### src/hdl/pli_pkg.sv
// Package for the piecewise linear interpolator: opcodes, status codes, sizes.
// No dependencies.
`timescale 1ns / 1ps
package pli_pkg;
   localparam int MAX_POINTS = 16;
   localparam int IDX_W = $clog2(MAX_POINTS);
   localparam int CNT_W = $clog2(MAX_POINTS + 1);

   typedef enum logic [1:0] {
      OP_LOAD  = 2'd0,
      OP_CLEAR = 2'd1,
      OP_EVAL  = 2'd2,
      OP_NONE  = 2'd3
   } op_type;

   typedef enum logic [1:0] {
      ST_OK    = 2'd0,
      ST_EMPTY = 2'd1,
      ST_FULL  = 2'd2,
      ST_RSVD  = 2'd3
   } status_type;

   typedef struct packed {
      logic        start;
      logic [63:0] dividend;
      logic [31:0] divisor;
   } div_req_type;
endpackage

### src/hdl/pli_divider.sv
// Serial unsigned 64 by 32 divider, one quotient bit per cycle.
// Depends on pli_pkg.
`timescale 1ns / 1ps
module pli_divider
   import pli_pkg::*;
(
   input  logic        clock,
   input  logic        reset,
   input  div_req_type div_req,
   output logic        done,
   output logic [63:0] quotient
);
   logic [63:0] quo_ff, quo_in;
   logic [31:0] rem_ff, rem_in;
   logic [31:0] dsr_ff, dsr_in;
   logic [6:0]  cnt_ff, cnt_in;
   logic        busy_ff, busy_in, done_ff, done_in;
   logic [32:0] trial;
   logic [33:0] diff;

   always_comb begin
      trial = {rem_ff, quo_ff[63]};
      diff = {1'b0, trial} - {2'b00, dsr_ff};
      quo_in = quo_ff;
      rem_in = rem_ff;
      dsr_in = dsr_ff;
      cnt_in = cnt_ff;
      busy_in = busy_ff;
      done_in = 1'b0;
      if (div_req.start) begin
         quo_in = div_req.dividend;
         rem_in = '0;
         dsr_in = div_req.divisor;
         cnt_in = 7'd64;
         busy_in = 1'b1;
      end else if (busy_ff) begin
         // The partial remainder always stays below the divisor, so 32 bits hold it.
         if (!diff[33]) begin
            rem_in = diff[31:0];
            quo_in = {quo_ff[62:0], 1'b1};
         end else begin
            rem_in = trial[31:0];
            quo_in = {quo_ff[62:0], 1'b0};
         end
         cnt_in = cnt_ff - 7'd1;
         if (cnt_ff == 7'd1) begin
            busy_in = 1'b0;
            done_in = 1'b1;
         end
      end
   end

   always_ff @(posedge clock) begin
      quo_ff <= quo_in;
      rem_ff <= rem_in;
      dsr_ff <= dsr_in;
      cnt_ff <= cnt_in;
      if (reset) begin
         busy_ff <= 1'b0;
         done_ff <= 1'b0;
      end else begin
         busy_ff <= busy_in;
         done_ff <= done_in;
      end
   end

   assign done = done_ff;
   assign quotient = quo_ff;
endmodule

### src/hdl/piecewise_linear_interpolator.sv
// Top level of the piecewise linear interpolator: breakpoint memory and sequencer.
// Depends on pli_pkg and pli_divider.
`timescale 1ns / 1ps
//
//  channel   direction  ports                                  beat
//  req       in         req_valid req_ready req_op req_time_req req_value
//  rsp       out        rsp_valid rsp_ready rsp_result rsp_status rsp_single_point
//
// A load walks the sorted table one entry per cycle (one memory read per step),
// then shifts the upper entries up one at a time, a read and a write per entry.
// An evaluate walks the table the same way, reads the two neighbors, multiplies
// and runs the serial divider before the result is summed.
// A clear or an unused opcode goes straight to the response state.
// Reset empties the table at once; the breakpoint memory itself is not cleared.
// The result sits in an output register; while it is not taken no new beat enters.
module piecewise_linear_interpolator
   import pli_pkg::*;
(
   input  logic        clock,
   input  logic        reset,
   input  logic        req_valid,
   output logic        req_ready,
   input  logic [1:0]  req_op,
   input  logic signed [31:0] req_time_req,
   input  logic signed [31:0] req_value,
   output logic        rsp_valid,
   input  logic        rsp_ready,
   output logic signed [31:0] rsp_result,
   output logic [1:0]  rsp_status,
   output logic        rsp_single_point
);
   // One-hot sequencer states.
   typedef enum logic [9:0] {
      S_IDLE   = 10'b0000000001,
      S_SCAN   = 10'b0000000010, // compare entry idx, read of idx+1 issued
      S_SHIFTR = 10'b0000000100, // read entry idx-1 for shifting up
      S_SHIFTW = 10'b0000001000, // write it to idx
      S_INSERT = 10'b0000010000,
      S_RD1    = 10'b0000100000, // second neighbor in rd_ff: form differences
      S_MUL    = 10'b0001000000,
      S_DIV    = 10'b0010000000,
      S_RESP   = 10'b0100000000,
      S_SUM    = 10'b1000000000
   } state_type;

   state_type state_ff, state_in;

   // Breakpoint memory: time and value side by side, one read port, one write port.
   logic [63:0] mem [MAX_POINTS];
   logic [63:0] rd_ff;
   logic        we;
   logic [IDX_W-1:0] waddr, raddr;
   logic [63:0] wdata;

   always_ff @(posedge clock) begin
      if (we) mem[waddr] <= wdata;
      rd_ff <= mem[raddr];
   end

   logic [CNT_W-1:0] cnt_ff, cnt_in;
   logic [CNT_W-1:0] idx_ff, idx_in;
   logic [1:0]  op_ff, op_in;
   logic signed [31:0] t_ff, t_in, v_ff, v_in;
   logic signed [31:0] x0_ff, x0_in, y0_ff, y0_in;
   logic [31:0] dx_ff, dx_in, mag_ff, mag_in, dt_ff, dt_in;
   logic        neg_ff, neg_in;
   logic signed [31:0] res_ff, res_in;
   logic [1:0]  st_ff, st_in;
   logic        single_ff, single_in, rv_ff, rv_in;

   div_req_type div_req;
   logic        div_done;
   logic [63:0] quotient;

   pli_divider u_div (
      .clock(clock), .reset(reset), .div_req(div_req),
      .done(div_done), .quotient(quotient)
   );

   logic signed [31:0] rd_t, rd_v;
   logic signed [32:0] dy, sum;
   logic signed [32:0] dtw;
   logic signed [32:0] dxw;

   assign rd_t = rd_ff[63:32];
   assign rd_v = rd_ff[31:0];

   always_comb begin
      state_in = state_ff;
      cnt_in = cnt_ff; idx_in = idx_ff; op_in = op_ff;
      t_in = t_ff; v_in = v_ff; x0_in = x0_ff; y0_in = y0_ff;
      dx_in = dx_ff; mag_in = mag_ff; dt_in = dt_ff; neg_in = neg_ff;
      res_in = res_ff; st_in = st_ff;
      single_in = single_ff; rv_in = rv_ff;
      we = 1'b0; waddr = idx_ff[IDX_W-1:0]; wdata = {t_ff, v_ff};
      raddr = idx_ff[IDX_W-1:0];
      div_req = '0;
      dy = 33'(rd_v) - 33'(y0_ff);
      dtw = 33'(t_ff) - 33'(x0_ff);
      dxw = 33'(rd_t) - 33'(x0_ff);
      sum = '0;
      if (rv_ff && rsp_ready) rv_in = 1'b0;

      unique case (state_ff)
         S_IDLE: begin
            if (req_valid && !rv_ff) begin
               op_in = req_op; t_in = req_time_req; v_in = req_value;
               idx_in = '0; raddr = '0; res_in = '0; st_in = ST_OK;
               priority if (req_op == OP_CLEAR) begin
                  cnt_in = '0;
                  state_in = S_RESP;
               end else if (req_op == OP_EVAL && cnt_ff == '0) begin
                  st_in = ST_EMPTY;
                  state_in = S_RESP;
               end else if (req_op == OP_LOAD || req_op == OP_EVAL) begin
                  state_in = (cnt_ff == '0) ? S_INSERT : S_SCAN;
               end else begin
                  state_in = S_RESP;
               end
            end
         end
         S_SCAN: begin
            // rd_ff holds entry idx.
            if (rd_t < t_ff) begin
               x0_in = rd_t; y0_in = rd_v;
               idx_in = idx_ff + CNT_W'(1);
               raddr = idx_in[IDX_W-1:0];
               if (idx_in == cnt_ff) begin
                  if (op_ff == OP_LOAD) begin
                     if (cnt_ff == CNT_W'(MAX_POINTS)) begin
                        st_in = ST_FULL; state_in = S_RESP;
                     end else state_in = S_INSERT;
                  end else begin
                     res_in = rd_v; state_in = S_RESP;
                  end
               end
            end else if (op_ff == OP_LOAD) begin
               if (rd_t == t_ff) state_in = S_RESP;
               else if (cnt_ff == CNT_W'(MAX_POINTS)) begin
                  st_in = ST_FULL; state_in = S_RESP;
               end else begin
                  idx_in = cnt_ff; // shift from the top down to the insert point
                  x0_in = 32'(idx_ff);
                  state_in = S_SHIFTR;
               end
            end else begin
               if (idx_ff == '0 || cnt_ff == CNT_W'(1)) begin
                  res_in = rd_v; state_in = S_RESP;
               end else begin
                  state_in = S_RD1;
               end
            end
         end
         S_SHIFTR: begin
            if (idx_ff == x0_ff[CNT_W-1:0]) begin
               state_in = S_INSERT;
            end else begin
               raddr = idx_ff[IDX_W-1:0] - IDX_W'(1);
               state_in = S_SHIFTW;
            end
         end
         S_SHIFTW: begin
            we = 1'b1; wdata = rd_ff;
            idx_in = idx_ff - CNT_W'(1);
            state_in = S_SHIFTR;
         end
         S_INSERT: begin
            we = 1'b1;
            cnt_in = cnt_ff + CNT_W'(1);
            state_in = S_RESP;
         end
         S_RD1: begin
            // rd_ff holds point idx (x1,y1); x0/y0 hold idx-1.
            neg_in = dy[32];
            mag_in = dy[32] ? 32'(-dy) : dy[31:0];
            dt_in = dtw[31:0];
            dx_in = dxw[31:0];
            state_in = S_MUL;
         end
         S_MUL: begin
            state_in = S_DIV;
            div_req.start = 1'b1;
            div_req.dividend = 64'(mag_ff) * 64'(dt_ff);
            div_req.divisor = dx_ff;
         end
         S_DIV: begin
            if (div_done) state_in = S_SUM;
         end
         S_SUM: begin
            sum = neg_ff ? 33'(y0_ff) - 33'(quotient[32:0])
                         : 33'(y0_ff) + 33'(quotient[32:0]);
            res_in = sum[31:0];
            state_in = S_RESP;
         end
         S_RESP: begin
            single_in = (cnt_ff == CNT_W'(1));
            rv_in = 1'b1;
            state_in = S_IDLE;
         end
         default: state_in = S_IDLE;
      endcase
   end

   always_ff @(posedge clock) begin
      idx_ff <= idx_in; op_ff <= op_in; t_ff <= t_in; v_ff <= v_in;
      x0_ff <= x0_in; y0_ff <= y0_in; dx_ff <= dx_in; mag_ff <= mag_in;
      dt_ff <= dt_in; neg_ff <= neg_in; res_ff <= res_in;
      st_ff <= st_in; single_ff <= single_in;
      if (reset) begin
         state_ff <= S_IDLE;
         cnt_ff <= '0;
         rv_ff <= 1'b0;
      end else begin
         state_ff <= state_in;
         cnt_ff <= cnt_in;
         rv_ff <= rv_in;
      end
   end

   assign req_ready = (state_ff == S_IDLE) && !rv_ff;
   assign rsp_valid = rv_ff;
   assign rsp_result = res_ff;
   assign rsp_status = st_ff;
   assign rsp_single_point = single_ff;
endmodule

### config.mk
export PLATFORM = sky130hd
export DESIGN_NAME = piecewise_linear_interpolator
export DESIGN_NICKNAME = d
export VERILOG_FILES = /design/src/hdl/pli_pkg.sv /design/src/hdl/pli_divider.sv /design/src/hdl/piecewise_linear_interpolator.sv
export SDC_FILE = /design/constraint.sdc
export NUM_CORES = 2
export LEC_CHECK = 0
export ABC_AREA = 1
export BUFFER_PORTS_ARGS = -buffer_cell sky130_fd_sc_hd__buf_2
export CORE_MARGIN = 2
export CORE_UTILIZATION = 25
export CTS_CLUSTER_DIAMETER = 30
export DETAILED_ROUTE_END_ITERATION = 6
export HOLD_SLACK_MARGIN = 0.08
export SLEW_MARGIN = 20
export SYNTH_ARGS = -nofsm -noshare
export SYNTH_HDL_FRONTEND = slang
export SYNTH_SLANG_ARGS = --single-unit
### constraint.sdc
create_clock -name clock -period 10.2 [get_ports clock]
set_clock_uncertainty 0.2 [all_clocks]
set_input_delay 1.02 -clock clock [delete_from_list [all_inputs] [get_ports clock]]
set_output_delay 1.02 -clock clock [all_outputs]
set_load 0.02 [all_outputs]
# --- Yosys cells after proc, flatten, opt, wreduce, memory -nomap -nowiden ---
# Memory sizes are Yosys's and may differ from the RTL's. A register that Yosys moved wholly into a read port is not among the register bits.
# Cells that the tools add are included.
op_classes:
  addsub: 12
  n_mul: 1
  n_lt_le_gt_ge: 1
  n_eq_ne: 31
  mux: 67
  bitwise: 1
  n_reduce_logical: 29
ops:
  columns: ["op", "n"]
  rows:
  - ["$mux 32", 13]
  - ["$mux 64", 3]
  - ["$mux 97", 1]
  - ["$pmux 32 s3", 1]
  - ["$sub 32x32->32", 3]
  - ["$pmux 10 s8", 1]
  - ["$mul 32x32->64", 1]
  - ["$mux 9", 7]
  - ["$mux 10", 6]
  - ["$mux 5", 9]
  - ["$sub 33x32->34", 1]
  - ["$sub 32x32->33", 1]
  - ["$add 32x32->32", 1]
  - ["$eq 32x32->1", 1]
  - ["$lt 32x32->1", 1]
  - ["$neg 32->32", 1]
  - ["$ne 3x3->1 const B", 8]
  - ["$pmux 5 s3", 1]
  - ["$mux 2", 7]
  - ["$mux 1", 12]
  - ["$mux 4", 3]
  - ["$pmux 4 s3", 1]
  - ["$reduce_and 6->1", 2]
  - ["$add 5x1->5 const B", 2]
  - ["37 further kinds", 55]
word_totals:
  ff_bits: 420
  mem_bits_rw: 1024
  in_bits: 70
  output_inout_bits: 37
  wordCells: 165
  mem_count: 1
mem_list:
  columns: ["name", "depth", "word_bits", "rd", "rd_ports_with_merged_regs", "write_ports", "line_no", "source"]
  rows:
  - ["mem", 16, 64, 1, 1, 1, "piecewise_linear_interpolator.sv:49", "logic [63:0] mem [MAX_POINTS];"]

# --- Logic depth before layout (Yosys ltp) ---
depth:
  depth_word: 7
  depth_mapped: 33
  ltp_nobuf: 32

# --- Cells and area by module ---
# Synthesis repeated with hierarchy kept, for this count alone.
hier_totals:
  hier_cells: 12757
  hier_area_um2: 110813.8
modules_own_cells:
  columns: ["module", "n_inst", "cells_per_inst", "area_per_inst_um2"]
  rows:
  - ["piecewise_linear_interpolator", 1, 11616, 102557.1]
  - ["pli_divider", 1, 1141, 8256.7]

# --- Worst setup path after synthesis ---
# OpenSTA, ideal clock, no wires.
synth_path:
  path_type: "register to register"
  start: "register dt_ff[2]"
  end: "register u_div.quo_ff[51] (netlist: u_div.quotient[51]), data pin"
  setup_time_ps: 260
  t_arrival_ps: 6641
  path_slack_ps: 3099
  path_stages_with_launch: 31
  n_path_buf: 1
  cell_sequence: "edfxtp_1 > clkbuf_1 > nand2_1 > inv_1 > fa_1 > inv_1 > fa_1 > fa_1 > fa_1 > inv_1 > fa_1 > inv_1 > fa_1 > inv_1 > fa_1 > fa_1 > ha_1 > a21oi_1 > o21a_1 > o21ai_0 > nand2_1 > nand2_1 > a21oi_1 > inv_1 > a21oi_1 > inv_1 > nand3_1 > nand2_1 > or2_2 > nand3_1 > nand2_1"
synth_between:
  elab_chain_len: 3
synth_rtl:
  columns: ["item", "line_no", "source"]
  rows:
  - ["start: declaration", "piecewise_linear_interpolator.sv:65", "logic [31:0] dx_ff, dx_in, mag_ff, mag_in, dt_ff, dt_in;"]
  - ["start signal: assignment", "piecewise_linear_interpolator.sv:207", "dt_ff <= dt_in; neg_ff <= neg_in; res_ff <= res_in;"]
  - ["$mul 32x32->64", "piecewise_linear_interpolator.sv:183", "div_req.dividend = 64'(mag_ff) * 64'(dt_ff);"]
  - ["$mux 97", "piecewise_linear_interpolator.sv:104", "unique case (state_ff)"]
  - ["$mux 64", "pli_divider.sv:30", "if (div_req.start) begin"]
  - ["via u_div.quo_in[51]", "pli_divider.sv:13", "logic [63:0] quo_ff, quo_in;"]
  - ["end signal: assignment", "pli_divider.sv:54", "quo_ff <= quo_in;"]
  - ["end: declaration", "pli_divider.sv:13", null]
# The timed path passes the listed nets, and every way through them passes these cells.
# A chain may end at the register's enable or synchronous reset.

# --- Worst setup path in the final report ---
layout_path:
  start: "register mag_ff[20]"
  end: "register u_div.quo_ff[45] (netlist: u_div.quotient[45]), data pin"
layout_between:
  elab_chain_len: 3
layout_rtl:
  columns: ["item", "line_no", "source"]
  rows:
  - ["start: declaration", "piecewise_linear_interpolator.sv:65", null]
  - ["start signal: assignment", "piecewise_linear_interpolator.sv:206", "x0_ff <= x0_in; y0_ff <= y0_in; dx_ff <= dx_in; mag_ff <= mag_in;"]
  - ["$mul 32x32->64", "piecewise_linear_interpolator.sv:183", null]
  - ["$mux 97", "piecewise_linear_interpolator.sv:104", null]
  - ["$mux 64", "pli_divider.sv:30", null]
  - ["via u_div.quo_in[45]", "pli_divider.sv:13", null]
# The timed path passes the listed nets, and every way through them passes these cells.

==> flow_metrics.env <==
export IMPL_outcome="finished with violations"
export IMPL_violations="max-slew violations"
export IMPL_routedWlPerCell_microns=17.9
export IMPL_worstPathArrival_ps=9450
export IMPL_grt_max_degree=195
export IMPL_clkSinkCount=1508
export IMPL_synth_seq_cells=1508
export IMPL_worst_pin_slew_ps=1570
export IMPL_start_util_pct=25.1
export IMPL_top_usage_layer="met2"
export IMPL_cts_max_level=5
export IMPL_startpoint_type="flip-flop"
export IMPL_io_pins=107
export IMPL_area_delta_synth_final_pct=17.3
export IMPL_reg2reg_depth=26
export IMPL_grt_ovfl_total=0
export IMPL_synth_edff_count=1387
export IMPL_cpPeakStageDelay_ps=890
export IMPL_cts_tree="done"
export IMPL_finalCritPeriodShare_pct=88.4
export IMPL_fp_row_count=242
export IMPL_swShare_pct=36.4
export IMPL_use_met2_pct=24.7
export IMPL_cts_root_buf="clkbuf_16"
export IMPL_yosys_warnings=0
export IMPL_hold_violations=0
export IMPL_post_cts_resized=0
export IMPL_synthArstFlopShare_pct=0
export IMPL_final_common_cell="inv_1"
export IMPL_critPathBufInv=5
export IMPL_cts_buffer_depth=4
export IMPL_fin_setup_tns_ps=0
export IMPL_synthFlopType="edfxtp_1"
export IMPL_gp_congestion=0.954
export IMPL_worstHoldPathType="input port to flip-flop"
export IMPL_fin_nets=13900
export IMPL_ys_seq_area_share_pct=40.3
export IMPL_grt_util_all_layers_pct=14.6
export IMPL_grt_met1_usage_pct=18.9
export IMPL_clk_pin_slew_worst_paths_ps=40
export IMPL_antenna_left=0
export IMPL_p_int_w=0.0172
export IMPL_combinationalPowerShare_pct=30.7
export IMPL_crit_type="flip-flop to flip-flop"
export IMPL_drt_wl_total_microns=330000
export IMPL_vias_per_cell=4.55
export IMPL_cpMostUsedCell="fa_1"
export IMPL_num_fill_cells=45200
export IMPL_slew_headroom_pct=-4.90
export IMPL_num_vias=84000
export IMPL_power_w=0.0270
export IMPL_fin_crit_ps=9020
export IMPL_slew_violations=76
export IMPL_rr_startpoint="mag_ff[20]"
export IMPL_setup_violations=0
export IMPL_finalInstanceArea_sq_mm=0.128
export IMPL_firstDrtPassIters=6
export IMPL_ir_drop_mv=0.301
export IMPL_p_seq_share_pct=29.4
export IMPL_grt_pass1_wl_microns=506000
export IMPL_powerDensity_mw_per_mm2=211
export IMPL_p_clk_share_pct=39.9
export IMPL_die_w_microns=665
export IMPL_dieArea_sq_mm=0.443
export IMPL_clk_insertion_delay_late_ps=980
export IMPL_synth_avg_cell_area_sq_um=8.87
export IMPL_syn_nets=13800
export IMPL_fmax_ghz=0.111
export IMPL_remaining_drc_errors=0
export IMPL_final_cell_mix="inv_1 (3,085), nand2_1 (2,454), edfxtp_1 (1,387)"
export IMPL_cp_num_cells=26
export IMPL_cts_made_buffers=345
export IMPL_p_sw_w=0.00982
export IMPL_leakage_nw=61.0
export IMPL_antenna_found_initial=15
export IMPL_startpoint="mag_ff[20]"
export IMPL_grtUsageMet3_pct=1.82
export IMPL_hpwl_microns=224000
export IMPL_placed_cell_area_sq_mm=0.117
export IMPL_first_global_vias=84100
export IMPL_synth_area_sq_mm=0.109
export IMPL_hold_depth=1
export IMPL_initialDrtViolationCount=7084
export IMPL_required_ps=10630
export IMPL_core_sq_mm=0.435
export IMPL_cp_top_family="adder cells"
export IMPL_final_util_pct=29.5
export IMPL_chipHeight_microns=665
export IMPL_synth_cells=12300
export IMPL_endpoint_kind="flip-flop"
export IMPL_rsz0062_at_grt="no"
export IMPL_critical_path_max_fanout=21
export IMPL_drive_gt1_share_pct=7.52
export IMPL_min_from="req_value[25]"
export IMPL_cpMaxStageDelayCell="edfxtp_1"
export IMPL_numPortBuffers=106
export IMPL_synth_cell_type_count=59
export IMPL_maxCapViolCount=0
[what timing repair did]
item	in CTS	in global routing
endpoints found under the hold margin	22	0
hold buffers	22	0
buffers inserted	0	0
[metrics by stage]
stage	instances	setup slack, ps	hold WS, ps
after floorplan	12300	3100	208
after global routing	18500	1010	97.8
after detailed placement	17800	1270	226
after CTS	18400	1200	83.7
final	18500	1180	123
after global placement	17800	1230	221
[kinds of logic (layout without fill, tap and decap cells)]
| group | after synthesis | in the layout | share of synthesized area [%] |
|---|---|---|---|
| and+or+nand+nor | 4667 | 4667 | 18.8 |
| buffers and inverters | 3680 | 4061 | 12.9 |
| DFF | 1508 | 1508 | 40.3 |
| adders and majority gates | 1364 | 1364 | 21.8 |
| AOI/OAI and AO/OA | 898 | 898 | 4.55 |
| xor gates and xnor gates | 209 | 209 | 1.67 |
| other | 0 | 27 | 0 |
[per-layer routing]
metal  routed length [microns]  share of wire [%]
met1                    137000                 42
met3                     20700                6.3
met5                         0                  0
met4                     13000                3.9
met2                    159000                 48
[synthesized netlist by cell type, types with 8 or more instances]
| library cell | n | area share, % |
|---|---|---|
| o21bai_1 | 18 | 0.12 |
| nor2_1 | 469 | 1.6 |
| xnor2_1 | 70 | 0.56 |
| nor3_1 | 59 | 0.27 |
| or2_2 | 24 | 0.14 |
| nand4_1 | 565 | 3.2 |
| fa_1 | 901 | 17 |
| inv_1 | 3089 | 11 |
| nor4_1 | 13 | 0.074 |
| o221ai_1 | 8 | 0.064 |
| a21boi_0 | 17 | 0.12 |
| xor2_1 | 139 | 1.1 |
| o22ai_1 | 19 | 0.11 |
| buf_1 | 26 | 0.089 |
| dfxtp_1 | 121 | 2.2 |
| nand2_1 | 2457 | 8.4 |
| o21a_1 | 28 | 0.19 |
| a21o_1 | 20 | 0.14 |
| buf_2 | 176 | 0.81 |
| a31oi_1 | 42 | 0.24 |
| a21oi_1 | 332 | 1.5 |
| o211ai_1 | 22 | 0.15 |
| clkbuf_1 | 374 | 1.3 |
| nand3_1 | 1051 | 4.8 |
| o21ai_0 | 357 | 1.6 |
| edfxtp_1 | 1387 | 38 |
| ha_1 | 463 | 5.3 |
[path summary, 6_finish.rpt]
path	to	slack (ps)
setup reg to reg	u_div.quotient[45]	1180
hold reg to reg	y0_ff[0]	230
setup / recovery	u_div.quotient[45]	1180
hold / removal	v_ff[25]	120
[final cells by class]
type	count	area (sq um)	area share, %
Multi-Input combinational cell	7138	51500	40.1
Sequential cell	1508	44100	34.4
Inverter	3098	11600	9.07
Clock buffer	405	9030	7.04
Tap cell	5734	7170	5.59
Timing Repair Buffer	345	2480	1.94
Clock inverter	213	2330	1.82
Antenna cell	27	67.6	0.0527
[flip-flops by register name, summed over array words and instances (netlist names), 5 cells and up]
name,count
y0_ff,32
mag_ff,32
rd_ff,64
mem,1024
cnt_ff,5
u_div.cnt_ff,7
u_div.dsr_ff,32
x0_ff,32
u_div.rem_ff,32
dx_ff,32
rsp_result,32
u_div.quotient,64
t_ff,32
state_ff,10
dt_ff,32
v_ff,32
idx_ff,5
[power by group through the flow]
stage               Sequential [W]  Combinational (W)  Clock [W]
finish                     0.00794            0.00828     0.0108
global route               0.00794            0.00909     0.0112
CTS                        0.00793            0.00822     0.0109
detailed placement         0.00803            0.00817          0
global placement           0.00803            0.00813          0
floorplan                  0.00785            0.00558          0
No activity file was read; power rests on OpenSTA's default activity.
